==> src/rtl/bbf_div.sv <==
// ----------------------------------------------------------------------------
// bbf_div
// Iterative restoring divider, one quotient bit per cycle.
// ----------------------------------------------------------------------------
module bbf_div #(
  parameter int NUM_W = 18,
  parameter int DEN_W = 10
) (
  input  logic             clk_i,
  input  logic             rst_ni,
  input  logic             start_i,
  input  logic [NUM_W-1:0] num_i,
  input  logic [DEN_W-1:0] den_i,
  output logic             done_o,
  output logic [NUM_W-1:0] quo_o
);

  localparam int CNT_W = $clog2(NUM_W + 1);

  logic [NUM_W-1:0] quo_q;
  logic [DEN_W-1:0] rem_q;
  logic [DEN_W-1:0] den_q;
  logic [CNT_W-1:0] cnt_q;
  logic             done_q;
  logic [DEN_W:0]   shifted;
  logic [DEN_W:0]   diff;
  logic             ge;

  assign shifted = {rem_q, quo_q[NUM_W-1]};
  assign ge      = shifted >= {1'b0, den_q};
  assign diff    = shifted - {1'b0, den_q};

  always_ff @(posedge clk_i or negedge rst_ni) begin
    if (!rst_ni) begin
      cnt_q  <= '0;
      done_q <= 1'b0;
    end else begin
      done_q <= !start_i && (cnt_q == CNT_W'(1));
      if (start_i) begin
        cnt_q <= CNT_W'(NUM_W);
      end else if (cnt_q != '0) begin
        cnt_q <= cnt_q - CNT_W'(1);
      end
    end
  end

  always_ff @(posedge clk_i) begin
    if (start_i) begin
      quo_q <= num_i;
      rem_q <= '0;
      den_q <= den_i;
    end else if (cnt_q != '0) begin
      quo_q <= {quo_q[NUM_W-2:0], ge};
      rem_q <= ge ? diff[DEN_W-1:0] : shifted[DEN_W-1:0];
    end
  end

  assign done_o = done_q;
  assign quo_o  = quo_q;

endmodule

==> config.mk <==
export PLATFORM = sky130hd
export DESIGN_NAME = bbf_div
export DESIGN_NICKNAME = d
export VERILOG_FILES = /design/src/rtl/bbf_div.sv
export SDC_FILE = /design/constraint.sdc
export NUM_CORES = 1
export LEC_CHECK = 0
export BUFFER_PORTS_ARGS = -buffer_cell sky130_fd_sc_hd__buf_2
export CAP_MARGIN = 15
export CELL_PAD_IN_SITES_DETAIL_PLACEMENT = 2
export CELL_PAD_IN_SITES_GLOBAL_PLACEMENT = 2
export CORE_ASPECT_RATIO = 1.5
export CORE_MARGIN = 1.5
export CORE_UTILIZATION = 35
export CTS_CLUSTER_SIZE = 16
export DETAILED_ROUTE_END_ITERATION = 6
export PLACE_DENSITY_LB_ADDON = 0.3
export SETUP_SLACK_MARGIN = 0.4
export SYNTH_ARGS = -nofsm -noshare
export SYNTH_HDL_FRONTEND = slang
export SYNTH_SLANG_ARGS = --single-unit
==> constraint.sdc <==
create_clock -name clk_i -period 2.5 [get_ports clk_i]
set_input_delay 0.25 -clock clk_i [delete_from_list [all_inputs] [get_ports clk_i]]
set_output_delay 0.25 -clock clk_i [all_outputs]
set_load 0.005 [all_outputs]
### After elaboration in Yosys (flattened, before gate mapping)

Cells that the tools add are included.

| cells by class | value |
|---|---|
| $add $sub $neg | 2 |
| magnitude comparators | 1 |
| eq/ne operators | 1 |
| mux-type cells | 5 |
| reduce and logical (&&, ||, !) cells | 4 |

Operator list:

| kind | count |
|---|---|
| 18-bit 2-to-1 mux | 2 |
| 11-bit by 10-bit >= comparator with 1-bit output | 1 |
| 10-bit 2-to-1 mux | 1 |
| 5-bit 2-to-1 mux | 2 |
| 10-bit subtractor | 1 |
| 5-bit by 1-bit equality test with 1-bit output (second input constant) | 1 |
| 5-bit nonzero test | 1 |
| 5-bit by 1-bit subtractor with 5-bit output (second input constant) | 1 |
| 2-bit nonzero test | 1 |
| 1-bit logical AND | 1 |
| 1-bit logical NOT | 1 |

| storage, ports and cells | value |
|---|---|
| register bits after elaboration | 44 |
| input bits | 31 |
| output and inout bits | 19 |

### Longest topological paths before layout

| logic depth | value |
|---|---|
| depth in word-level cells | 3 |
| depth in mapped cells | 10 |
| mapped depth without buffers | 10 |

### Least setup slack after synthesis

No wires, ideal clock.

| timing | value |
|---|---|
| path type | reg-to-reg |
| start | register quo_q[17], in the netlist quo_o[17] |
| end | register rem_q[6] |
| library setup time | 0.092 ns |
| arrival | 2.056 ns |
| path slack | 0.352 ns |
| stages on the path, launching flop included | 11 |
| buffers on the path | 0 |
| cells stage by stage | edfxtp_1 > inv_1 > ha_1 > inv_1 > fa_1 > a21o_1 > a21oi_1 > o21ai_1 > xnor2_1 > and3_1 > nor4_1 |

| between the ends | value |
|---|---|
| cells in the longest elaborated chain, start to end | 2 |
| elaborated cells between the ends (all ways) | 3 |

Ends and longest elaborated chain:

| element | RTL line | text |
|---|---|---|
| from (decl) | 20 | `logic [NUM_W-1:0] quo_q;` |
| from (signal assigned) | 49 | `quo_q <= num_i;` |
| from (signal assigned) | 53 | `quo_q <= {quo_q[NUM_W-2:0], ge};` |
| 10-bit subtractor or 11-bit by 10-bit >= comparator with 1-bit output (tied branches) | 31, 30 |  |
| 10-bit 2-to-1 mux (*) | 54 | `rem_q <= ge ? diff[DEN_W-1:0] : shifted[DEN_W-1:0];` |
| to (signal assigned) | 54 |  |
| to (decl) | 21 | `logic [DEN_W-1:0] rem_q;` |

Every way passes the cells marked *; elsewhere a longest branch is shown, timed or not.
A chain may end at the register's enable or synchronous reset.

### Final worst setup path

| timing | value |
|---|---|
| start | register quo_q[17], in the netlist quo_o[17] |
| end | register rem_q[8] |

The elaborated chain is that of the path after synthesis.

==> qor.log <==
qor: setup_path.crit_path_max_incr_delay 0.42 ns
qor: synth.dominant_cells_by_area_after_synthesis edfxtp_1 (37%), mux2_2 (8.8%), dfxtp_1 (8.7%)
qor: global_routing.grt_pass1_wl 10100 um
qor: detailed_routing.drt_pre_antenna_iters 3
qor: timing.slew_viol_final 0
qor: synth.synth_area 0.00230 mm2
qor: timing.final.period_utilization 90.9%
qor: detailed_routing.wl_per_cell 20.3 um
qor: detailed_routing.drtAntennaViolNets 0
qor: clocking.cts_root_buffer clkbuf_8
qor: synth.synth-async-reset-ratio 13.6%
qor: timing.setup_tns 0 ns
qor: detailed_routing.drc_violations 0
qor: floorplan.io_pins 50
qor: power.total_power_of_the_final_layout 3.43 mW
qor: setup_path.cpMaxStageDelayCell edfxtp_1
qor: setup_path.critPathLaunchType flop
qor: finish.insertedDiodeCount 0
qor: clocking.h-tree-depth 2
qor: setup_path.cp_max_fo 3
qor: clocking.cts-buffers-inserted 5
qor: synth.synth_nets 239
qor: run_status.outcome finished, final reports clean
qor: finish.drive_above_1_share 48.5%
qor: clocking.cts.reportedPaths.clkPinSlew 0.09 ns
qor: synth.syn_avg_cell_area 11.9 um2
qor: timing.timing.max_slew.rel_slack 68.1%
qor: power.power.density 1090 mW/mm2
qor: finish.area_used_by_multi_input_combinational_logic 0.00125 mm2
qor: setup_path.chain_of_cells_forming_the_critical_path inv_2 -> ha_4 -> inv_2 -> fa_2 -> a21o_1 -> a21oi_4 -> o21ai_2 -> xor2_1 -> mux2i_1 -> a211oi_1
qor: setup_path.worstSetupPathType reg -> reg
qor: finish.num-nets-final 306
qor: timing.final-hold-violation-count 0
qor: placement.place.port_buffers 49
qor: synth.synthDominantAreaCellType edfxtp_1
qor: floorplan.die_height 102 um
qor: synth.yosys_warnings 0
qor: timing.min_period 2.27 ns
qor: timing.achievable-frequency 440 MHz
qor: finish.seq_area 0.00119 mm2
qor: detailed_routing.vias 1798
qor: synth.synth_edf_count 28
qor: power.cellLeakagePower 1.31 nW
qor: synth.synthCells 194
qor: global_routing.antenna_found_initial 0
qor: timing.rsz0062_at_grt yes
qor: detailed_routing.postRouteWirelength 6870 um
qor: setup_path.critPathTopFamily compound AO/OA/AOI/OAI gates
qor: setup_path.crit_top_cell inv_2
qor: global_routing.gr-total-overflow 0
qor: setup_path.cp.buffers_inverters 2
qor: setup_path.critical_path.endpoint_type flop
qor: clocking.clock_latency_on_the_worst_skew_pair 0.32 ns
qor: finish.filler_cell_count 640
qor: worst_hold_path.min_path_type in -> reg
qor: floorplan.die_x 69.2 um
qor: job.cap_violations 0
qor: floorplan.placement_rows 36
qor: timing.setup-violations-final 0
qor: floorplan.die_area 0.00709 mm2
qor: setup_path.critical_path_arrival 2.51 ns
qor: synth.ys_seq_area_share 51.7%
qor: clocking.cts_buffer_depth 2
qor: synth.synth.lib_cells_used.distinct 44
qor: power.max_rail_drop_vdd 0.491 mV
qor: clocking.clock_sink_count 44
qor: global_routing.via_count_of_the_first_global_routing_pass 2014
qor: detailed_routing.drt_first_iter_violations 44
qor: placement.gp_weighted_congestion 0.778
qor: timing.worstMarginPinSlew 0.477 ns
qor: clocking.clock_tree_from_tritoncts built
qor: placement.dp_hpwl 4330 um
qor: setup_path.worst_ep_required 2.74 ns
qor: floorplan.core_region_area 0.00644 mm2
qor: synth.synth-main-ff-cell edfxtp_1
qor: synth.synth.top_cell.area_share 36.5%
qor: floorplan.starting_density_of_the_core 35.8%
qor: global_routing.grt_max_degree 27
qor: finish.areaGrowthSynthToFinish 36.2%
qor: synth.ys_ff_latch 44
qor: global_routing.grt_usage 18.6%
qor: timing.setup_skew 0.0104 ns
qor: detailed_routing.drt-vias-per-instance 5.32
[power breakdown]
part,switching [mW],total [mW],internal [mW]
clock,0.267,0.767,0.500
sequential,0.149,1.09,0.937
combinational,0.783,1.58,0.798
total,1.20,3.43,2.23
[cells in the mapped netlist, types with 2 or more instances]
| cell | count |
|---|---|
| edfxtp_1 | 28 |
| and3_1 | 3 |
| a211o_1 | 2 |
| xnor2_1 | 6 |
| dfxtp_1 | 10 |
| nor2b_1 | 2 |
| inv_1 | 13 |
| clkbuf_1 | 5 |
| xor2_1 | 2 |
| a211oi_1 | 5 |
| or3_1 | 2 |
| nand2b_1 | 5 |
| nor3_1 | 5 |
| nand2_1 | 8 |
| o21ai_0 | 2 |
| o211ai_1 | 3 |
| mux2i_1 | 5 |
| dfrtp_1 | 6 |
| nor2_1 | 14 |
| a21oi_1 | 10 |
| a21oi_2 | 2 |
| ha_1 | 13 |
| o21ai_2 | 2 |
| a311oi_1 | 2 |
| mux2_2 | 18 |
| o21a_1 | 2 |
| nor4_1 | 2 |
[worst paths after layout]
check / from / to / slack [ns] / cells after the start
setup / recovery: quo_o[17] / rem_q[8] / 0.23 / 10
min in group asynchronous: rst_ni / done_o / 0.29 / 2
hold reg to reg: cnt_q[1] / cnt_q[1] / 0.52 / 1
setup reg to reg: quo_o[17] / rem_q[8] / 0.23 / 10
hold / removal: den_i[3] / den_q[3] / 0.10 / 1
max in group asynchronous: rst_ni / cnt_q[2] / 2.06 / 2
[final cells by class]
class	instances	area share (%)
Clock buffer	5	2.19
Clock inverter	3	2.87
Inverter	13	1.56
Multi-Input combinational cell	130	40.0
Sequential cell	44	38.0
Tap cell	76	3.03
Timing Repair Buffer	67	12.3
[routing by layer]
layer,part of all wire (%),global-route usage (%)
met5,0,0
met4,2.3,6.33
met3,3.8,4.34
met2,57,36.2
met1,37,19.4
[kinds of logic (layout without fill, tap and decap cells)]
family                   Yosys count  in the layout  share of synthesized area [%]
adder cells (fa/ha/maj)           14             14                           7.93
XOR/XNOR                           8              8                           3.04
flip-flops                        44             44                           51.7
buffers and inverters             21             88                           3.80
AO/OA/AOI/OAI                     36             37                           10.9
AND/OR/NAND/NOR                   48             48                           11.6
multiplexers                      23             23                           11.0
[metrics by stage]
| stage | utilization (%) | setup slack (ns) | cell area (um2) | cells | hold WS, ns |
|---|---|---|---|---|---|
| floorplan | - | 0.408 | 2310 | 194 | -0.0456 |
| global placement | 41.0 | 0.205 | 2640 | 315 | 0.0849 |
| detailed placement | 41.0 | 0.106 | 2640 | 315 | 0.0943 |
| CTS | 45.5 | 0.316 | 2930 | 333 | 0.104 |
| global route | 48.7 | 0.154 | 3140 | 338 | 0.0966 |
| finish | 48.7 | 0.226 | 3140 | 338 | 0.103 |
[state kept, by name, summed over array words and instances (netlist names)]
| signal | cells |
|---|---|
| rem_q | 10 |
| cnt_q | 5 |
| quo_o | 18 |
| den_q | 10 |
| done_o | 1 |
[layout by cell type, fill, tap and decap left out, drive strengths merged, types with 2 or more instances in the layout]
cell type / n
nand2b: 5
and3: 3
ha: 13
dfrtp: 6
a311oi: 2
nor4: 3
a21oi: 12
buf: 66
o211ai: 3
inv: 13
a211o: 3
or3: 2
nand4: 2
nor3: 6
xor2: 2
o21a: 2
nor2: 14
edfxtp: 28
mux2: 18
xnor2: 6
o21ai: 6
dfxtp: 10
nor2b: 2
clkbuf: 5
bufinv: 3
nand2: 8
mux2i: 5
a211oi: 5
[timing repair]
action / in CTS / in global routing
setup buffers: 8 / 5
pin swaps: 11 / 18
hold endpoints to repair: 6 / 0
setup endpoints to repair: 10 / 24
resized for setup: 13 / 30
gates cloned: 1 / 0
hold buffers: 1 / 0
Power figures use the tool's default switching activity.
